File: src/wbe_pkg.sv
package wbe_pkg;

	localparam int unsigned HalfWidth  = 8;
	localparam int unsigned LatchWidth = 10;
	localparam int unsigned CountWidth = 10;
	localparam int unsigned PhaseWidth = 3;
	localparam int unsigned BitIdxWidth = 3;
	localparam int unsigned CfgIdxWidth = 3;
	localparam int unsigned CfgDataWidth = 10;

	localparam logic [PhaseWidth-1:0] PH_IDLE  = 3'd0;
	localparam logic [PhaseWidth-1:0] PH_HIGH  = 3'd1;
	localparam logic [PhaseWidth-1:0] PH_LOW   = 3'd2;
	localparam logic [PhaseWidth-1:0] PH_GAP   = 3'd3;
	localparam logic [PhaseWidth-1:0] PH_LATCH = 3'd4;

	localparam logic [CfgIdxWidth-1:0] CFG_ZERO_HIGH = 3'd0;
	localparam logic [CfgIdxWidth-1:0] CFG_ZERO_LOW  = 3'd1;
	localparam logic [CfgIdxWidth-1:0] CFG_ONE_HIGH  = 3'd2;
	localparam logic [CfgIdxWidth-1:0] CFG_ONE_LOW   = 3'd3;
	localparam logic [CfgIdxWidth-1:0] CFG_LATCH     = 3'd4;

	localparam logic [HalfWidth-1:0]  ZERO_HIGH_RST = 8'd4;
	localparam logic [HalfWidth-1:0]  ZERO_LOW_RST  = 8'd8;
	localparam logic [HalfWidth-1:0]  ONE_HIGH_RST  = 8'd8;
	localparam logic [HalfWidth-1:0]  ONE_LOW_RST   = 8'd4;
	localparam logic [LatchWidth-1:0] LATCH_RST     = 10'd500;

	typedef struct packed {
		logic [HalfWidth-1:0]  zero_high_ticks;
		logic [HalfWidth-1:0]  zero_low_ticks;
		logic [HalfWidth-1:0]  one_high_ticks;
		logic [HalfWidth-1:0]  one_low_ticks;
		logic [LatchWidth-1:0] latch_ticks;
	} timing_t;

	typedef struct packed {
		logic underrun;
		logic frame_done;
		logic ready_for_byte;
		logic byte_accepted;
		logic line_level;
	} result_t;

endpackage

File: src/ws2812_bit_waveform_encoder.sv
// WS2812 bit waveform encoder. Each input transfer is either one waveform tick
// (tuser 0) or a byte push into a one-deep holding register (tuser 1, byte in
// tdata, tlast marks the last byte of a frame); each produces exactly one
// result transfer with the line level for that tick and status flags. Bytes go
// out MSB first using the programmed high/low tick counts, and after the last
// byte the line stays low for latch_ticks before frame_done pulses. The block
// takes one transfer per clock cycle: an input register feeds a single pass of
// next-state logic that lands in the result register; throughput is limited
// only by the result side accepting. The user writes timing registers through
// wr_en/wr_index/wr_data only while idle; the block does not enforce this.
module ws2812_bit_waveform_encoder (
	input  logic                             clk,
	input  logic                             arst_n,
	input  logic                             s_axis_tvalid,
	output logic                             s_axis_tready,
	input  logic [7:0]                       s_axis_tdata,  // data_byte
	input  logic                             s_axis_tuser,  // action
	input  logic                             s_axis_tlast,  // last_byte
	output logic                             m_axis_tvalid,
	input  logic                             m_axis_tready,
	// line_level, byte_accepted, ready_for_byte, frame_done, underrun, zero pad
	output logic [7:0]                       m_axis_tdata,
	input  logic                             wr_en,
	input  logic [wbe_pkg::CfgIdxWidth-1:0]  wr_index,
	input  logic [wbe_pkg::CfgDataWidth-1:0] wr_data
);
	import wbe_pkg::*;

	logic       valid_s1;
	logic [7:0] data_s1;
	logic       action_s1;
	logic       last_s1;
	logic       step_en;
	logic       out_valid_q;
	result_t    out_q;
	result_t    result;
	timing_t    timing;

	assign step_en       = valid_s1 && (!out_valid_q || m_axis_tready);
	assign s_axis_tready = !valid_s1 || step_en;

	always_ff @(posedge clk or negedge arst_n) begin
		if (!arst_n) begin
			valid_s1 <= 1'b0;
		end else if (s_axis_tready) begin
			valid_s1 <= s_axis_tvalid;
		end
	end

	always_ff @(posedge clk) begin
		if (s_axis_tready && s_axis_tvalid) begin
			data_s1   <= s_axis_tdata;
			action_s1 <= s_axis_tuser;
			last_s1   <= s_axis_tlast;
		end
	end

	wbe_cfg_regs u_cfg (
		.clk      (clk),
		.arst_n   (arst_n),
		.wr_en    (wr_en),
		.wr_index (wr_index),
		.wr_data  (wr_data),
		.timing   (timing)
	);

	wbe_core u_core (
		.clk       (clk),
		.arst_n    (arst_n),
		.step_en   (step_en),
		.action    (action_s1),
		.data_byte (data_s1),
		.last_byte (last_s1),
		.timing    (timing),
		.result    (result)
	);

	always_ff @(posedge clk or negedge arst_n) begin
		if (!arst_n) begin
			out_valid_q <= 1'b0;
		end else if (step_en) begin
			out_valid_q <= 1'b1;
		end else if (m_axis_tready) begin
			out_valid_q <= 1'b0;
		end
	end

	always_ff @(posedge clk) begin
		if (step_en) begin
			out_q <= result;
		end
	end

	assign m_axis_tvalid = out_valid_q;
	assign m_axis_tdata  = {3'b000, out_q};

endmodule

File: src/wbe_cfg_regs.sv
module wbe_cfg_regs (
	input  logic                             clk,
	input  logic                             arst_n,
	input  logic                             wr_en,
	input  logic [wbe_pkg::CfgIdxWidth-1:0]  wr_index,
	input  logic [wbe_pkg::CfgDataWidth-1:0] wr_data,
	output wbe_pkg::timing_t                 timing
);
	import wbe_pkg::*;

	timing_t timing_q;

	always_ff @(posedge clk or negedge arst_n) begin
		if (!arst_n) begin
			timing_q.zero_high_ticks <= ZERO_HIGH_RST;
			timing_q.zero_low_ticks  <= ZERO_LOW_RST;
			timing_q.one_high_ticks  <= ONE_HIGH_RST;
			timing_q.one_low_ticks   <= ONE_LOW_RST;
			timing_q.latch_ticks     <= LATCH_RST;
		end else if (wr_en) begin
			case (wr_index)
				CFG_ZERO_HIGH: timing_q.zero_high_ticks <= wr_data[HalfWidth-1:0];
				CFG_ZERO_LOW:  timing_q.zero_low_ticks  <= wr_data[HalfWidth-1:0];
				CFG_ONE_HIGH:  timing_q.one_high_ticks  <= wr_data[HalfWidth-1:0];
				CFG_ONE_LOW:   timing_q.one_low_ticks   <= wr_data[HalfWidth-1:0];
				CFG_LATCH:     timing_q.latch_ticks     <= wr_data[LatchWidth-1:0];
				default: begin
				end
			endcase
		end
	end

	assign timing = timing_q;

endmodule

File: src/wbe_core.sv
module wbe_core (
	input  logic             clk,
	input  logic             arst_n,
	input  logic             step_en,
	input  logic             action,
	input  logic [7:0]       data_byte,
	input  logic             last_byte,
	input  wbe_pkg::timing_t timing,
	output wbe_pkg::result_t result
);
	import wbe_pkg::*;

	logic [PhaseWidth-1:0]  phase_q, phase_d;
	logic [7:0]             shift_q, shift_d;
	logic [BitIdxWidth-1:0] bit_idx_q, bit_idx_d;
	logic [CountWidth-1:0]  count_q, count_d;
	logic                   cur_last_q, cur_last_d;
	logic [7:0]             hold_byte_q, hold_byte_d;
	logic                   hold_valid_q, hold_valid_d;
	logic                   hold_last_q, hold_last_d;
	logic [HalfWidth-1:0]   half_len;
	logic                   cur_bit;

	always_comb begin
		phase_d      = phase_q;
		shift_d      = shift_q;
		bit_idx_d    = bit_idx_q;
		count_d      = count_q;
		cur_last_d   = cur_last_q;
		hold_byte_d  = hold_byte_q;
		hold_valid_d = hold_valid_q;
		hold_last_d  = hold_last_q;
		result       = '0;
		cur_bit      = 1'b0;
		half_len     = '0;

		if (action) begin
			if (!hold_valid_q) begin
				hold_byte_d          = data_byte;
				hold_last_d          = last_byte;
				hold_valid_d         = 1'b1;
				result.byte_accepted = 1'b1;
			end
			result.line_level = (phase_q == PH_HIGH);
			result.underrun   = (phase_q == PH_GAP);
		end else begin
			// a waiting byte starts at once, this tick is its first high tick
			if ((phase_q == PH_IDLE || phase_q == PH_GAP) && hold_valid_q) begin
				shift_d      = hold_byte_q;
				cur_last_d   = hold_last_q;
				hold_valid_d = 1'b0;
				bit_idx_d    = 3'd7;
				count_d      = '0;
				phase_d      = PH_HIGH;
			end
			cur_bit = shift_d[bit_idx_d];
			case (phase_d)
				PH_HIGH: begin
					half_len          = cur_bit ? timing.one_high_ticks : timing.zero_high_ticks;
					result.line_level = 1'b1;
					count_d           = count_d + 10'd1;
					if (count_d >= {2'b00, half_len}) begin
						count_d = '0;
						phase_d = PH_LOW;
					end
				end
				PH_LOW: begin
					half_len = cur_bit ? timing.one_low_ticks : timing.zero_low_ticks;
					count_d  = count_d + 10'd1;
					if (count_d >= {2'b00, half_len}) begin
						count_d = '0;
						if (bit_idx_d == 3'd0) begin
							phase_d = cur_last_d ? PH_LATCH : PH_GAP;
						end else begin
							bit_idx_d = bit_idx_d - 3'd1;
							phase_d   = PH_HIGH;
						end
					end
				end
				PH_GAP: begin
					result.underrun = 1'b1;
				end
				PH_LATCH: begin
					count_d = count_d + 10'd1;
					if (count_d >= timing.latch_ticks) begin
						count_d           = '0;
						result.frame_done = 1'b1;
						phase_d           = PH_IDLE;
					end
				end
				PH_IDLE: begin
				end
				default: begin
					phase_d = PH_IDLE;
				end
			endcase
		end
		result.ready_for_byte = !hold_valid_d;
	end

	always_ff @(posedge clk or negedge arst_n) begin
		if (!arst_n) begin
			phase_q      <= PH_IDLE;
			shift_q      <= '0;
			bit_idx_q    <= '0;
			count_q      <= '0;
			cur_last_q   <= 1'b0;
			hold_valid_q <= 1'b0;
			hold_last_q  <= 1'b0;
		end else if (step_en) begin
			phase_q      <= phase_d;
			shift_q      <= shift_d;
			bit_idx_q    <= bit_idx_d;
			count_q      <= count_d;
			cur_last_q   <= cur_last_d;
			hold_valid_q <= hold_valid_d;
			hold_last_q  <= hold_last_d;
		end
	end

	// holding byte is only read while its valid flag is set
	always_ff @(posedge clk) begin
		if (step_en) begin
			hold_byte_q <= hold_byte_d;
		end
	end

endmodule

File: config.mk
export PLATFORM = sky130hd
export DESIGN_NAME = ws2812_bit_waveform_encoder
export DESIGN_NICKNAME = d
export VERILOG_FILES = /design/src/wbe_pkg.sv /design/src/ws2812_bit_waveform_encoder.sv /design/src/wbe_cfg_regs.sv /design/src/wbe_core.sv
export SDC_FILE = /design/constraint.sdc
export NUM_CORES = 1
export LEC_CHECK = 0
export BUFFER_PORTS_ARGS = -buffer_cell sky130_fd_sc_hd__buf_2
export CORE_MARGIN = 10
export CORE_UTILIZATION = 30
export CTS_CLUSTER_SIZE = 24
export DETAILED_ROUTE_END_ITERATION = 10
export MAX_ROUTING_LAYER = met4
export PLACE_DENSITY = 0.51
export SETUP_SLACK_MARGIN = 0.5
export SLEW_MARGIN = 20
export SYNTH_ARGS = -nofsm -noshare
export SYNTH_HDL_FRONTEND = slang
export SYNTH_HIERARCHICAL = 1
export SYNTH_SLANG_ARGS = --single-unit
File: constraint.sdc
create_clock -name clk -period 4.9 [get_ports clk]
set_clock_uncertainty 0.1 [all_clocks]
set_input_delay 0.98 -clock clk [delete_from_list [all_inputs] [get_ports clk]]
set_output_delay 0.98 -clock clk [all_outputs]
set_load 0.005 [all_outputs]
==> results_dict.tcl <==
set metrics [dict create \
    postCtsSetupBuffers 0 \
    cts_buffer_depth 2 \
    finalSetupTns_ns 0 \
    rows 47 \
    n_fill_cell 1655 \
    place_ws_ns 0.618 \
    synth.avg_cell_area_um2 12.0 \
    firstDrtPassIters 4 \
    cap_violations 0 \
    grt_max_degree 41 \
    status "finished clean" \
    cts_hold_buffers 0 \
    synth.top_cell.area_share_pct 30.4 \
    hold_class "register to register" \
    clk_pin_slew_ns 0.07 \
    p_int_mw 1.81 \
    setup-violations-final 0 \
    die_w_um 149 \
    syn_to_final_growth_pct 13.8 \
    wl_mm 11.2 \
    multi_input_area_um2 2380 \
    max_freq_mhz 246 \
    antenna_found_initial 0 \
    grtUsageTotal_pct 10.5 \
    cts_sinks 94 \
    place.gp.congestion 0.816 \
    start_util_pct 30.4 \
    cellLeakagePower_nw 2.45 \
    clockPowerShare_pct 23.1 \
    cts_buffers 9 \
    grt-ovfl-total 0 \
    worstPathRequired_ns 5.07 \
    p_comb_share_pct 37.2 \
    avgRoutedWirePerCell_um 16.4 \
    cts_tree "yes" \
    worstPathCellList "nor2b_2, nor4b_4, buf_4, nor2b_1, ha_1, nand3_1, or3_1, a21oi_2, ha_1, and4_1, a21oi_1, and4_1, and2_1, a22o_1" \
    layout.nets 514 \
    synthAdderAreaFrac_pct 7.24 \
    dieArea_um2 22300 \
    worst_setup_path_end_kind "register" \
    drive_above_1_share_pct 28.8 \
    grt_pass1_wl_mm 18.0 \
    synth_compound_area_share_pct 10.6 \
    synth_top_family_by_area "multiplexers" \
    cts-root-buf "clkbuf_16" \
    vdd_drop_max_mv 0.193 \
    fp.dieH_um 149 \
    p_sw_share_pct 36.0 \
    drt-initial-drc-count 278 \
    ys_types 67 \
    relSlewSlack_pct 46.1 \
    synth_common_cells "dfrtp_1 (61), nand2_1 (45), mux2_2 (43), ha_1 (29)" \
    ys_warn_count 6 \
    rsz0062_at_grt "false" \
    crit_type "register to register" \
    yosysTopAreaCell "dfrtp_1" \
    ctsResizeCount 0 \
    core_area_um2 16500 \
    seqPwrFrac_pct 39.7 \
    synth-simple-area-share_pct 13.9 \
    startpoint_type "register" \
    slew_viol_final 0 \
    vias 3350 \
    seq_area_frac_synth_pct 49.5 \
    regArea_um2 2480 \
    crit_buf_inv 1 \
    place_hpwl_mm 8.22 \
    critical_path_arrival_ns 4.25 \
    period_share_pct 83.1 \
    synth.mux.area_fraction_pct 14.0 \
    synth_edf_count 23 \
    async_flop_share_pct 75.5 \
    timing.final.hold_violations 0 \
    ff2ff_setup_slack_ns 0.83 \
    dp.cells 666 \
    drc 0 \
    synth_area_um2 5010 \
    stdcell_count 682 \
    htreeDepth 3 \
    min_period_ns 4.07 \
    worstMarginPinSlew_ns 0.805 \
    switching_power_mw 1.02 \
    critPathTopFamily "simple AND/OR/NAND/NOR gates" \
    antenna_cells 0 \
    io-pin-count 38 \
    critPathSlowestCell "dfrtp_2" \
    via_per_inst 4.91 \
    ys_top_cells_by_area "dfrtp_1 (30%), edfxtp_1 (14%), mux2_2 (9.7%), ha_1 (7.2%), dfstp_2 (5.2%)" \
    grt_pass1_vias 3401 \
    yosysMostFrequentCell "dfrtp_1" \
    clk_latency_ns 0.34 \
    synth_ff_type "dfrtp_1" \
    critical_path_peak_fanout 14 \
    drtAntennaViolNets 0 \
    worst_slack_ns 0.827 \
    syn_inst 418 \
    portBuffers 34 \
    powerDensity_nw_per_um2 497 \
    synthXorXnorAreaFrac_pct 1.40 \
    ys_ff_latch 94 \
    cpPeakStageDelay_ns 0.51 \
    fin_util_pct 34.7 \
]
[state kept, by name, summed over array words and instances (netlist names)]
signal and count:
data_s1 8, m_axis_tdata 5, u_core/shift_q 8, m_axis_tvalid 1, u_core/count_q 10, u_core/hold_valid_q 1
u_core/cur_last_q 1, action_s1 1, u_core/bit_idx_q 3, u_core/phase_q 3, u_cfg/timing 42, valid_s1 1
u_core/hold_last_q 1, u_core/hold_byte_q 8, last_s1 1
[worst register-to-register path, delay by kind of cell, from the launching register on]
| family | cells | cell delay (ns) |
|---|---|---|
| simple gates | 8 | 2.08 |
| compound gates | 3 | 0.58 |
| fa+ha+maj | 2 | 0.55 |
| flops | 1 | 0.51 |
| buf+inv | 1 | 0.20 |
[per-stage QoR]
stage / area [um^2] / total power [mW] / hold slack, ns
after floorplan: 5020 / 1.92 / 0.300
after global placement: 5430 / 2.17 / 0.305
after detailed placement: 5430 / 2.20 / 0.308
after CTS: 5700 / 2.87 / 0.325
after global routing: 5710 / 3.05 / 0.336
final: 5710 / 2.83 / 0.323
[cell type report]
cell class | count | share of cell area (%)
inverter | 15 | 0.987
multi-input combinational | 294 | 41.8
timing repair buffer | 43 | 4.17
clock inverter | 7 | 0.833
tap | 220 | 4.82
clock buffer | 9 | 3.95
sequential | 94 | 43.5
[power groups by stage]
stage / Combinational [mW] / Clock, mW / Sequential (mW)
after floorplan: 0.847 / 0 / 1.08
after global placement: 1.04 / 0 / 1.13
after detailed placement: 1.06 / 0 / 1.14
after CTS: 1.07 / 0.677 / 1.13
after global routing: 1.19 / 0.710 / 1.15
final: 1.05 / 0.655 / 1.13
[cell families (layout without fill, tap and decap cells)]
family,after synthesis,count (layout)
xor+xnor,8,8
mux,62,62
other cells,1,3
buf+inv,32,74
fa+ha+maj,29,29
flops,94,94
compound gates,68,68
simple gates,124,124
[placed cells by master, fill, tap and decap left out, drive strengths merged, types with 5 or more instances in the layout]
master,netlist,layout
dfstp,10,10
mux2i,15,15
edfxtp,23,23
dfrtp,61,61
nor2,23,23
buf,15,43
o21ai,13,13
nand2b,12,12
a21oi,11,11
ha,29,29
nand2,45,45
a32oi,8,8
o211ai,9,9
and2,5,5
nor2b,9,9
mux2,45,45
clkbuf,2,9
inv,15,17
[per-layer routing]
metal / global-route usage, % / up-vias / wire length (um)
met2: 16.0 / 51 / 5220
met4: 3.68 / 0 / 136
met5: - / - / 0
met1: 13.9 / 1683 / 5530
met3: 1.67 / 9 / 286
li1: - / 1607 / -
[path summary, 6_finish.rpt]
check,from,end,cells past startpoint
max reg2reg,u_core/phase_q[0],u_core/count_q[9],14
min,data_s1[4],u_core/hold_byte_q[4],0
min in group asynchronous,arst_n,u_cfg/timing[9],1
max,u_core/phase_q[0],u_core/count_q[9],14
max in group asynchronous,arst_n,u_cfg/timing[6],2
min reg2reg,data_s1[4],u_core/hold_byte_q[4],0
No activity file was read; power rests on OpenSTA's default activity.
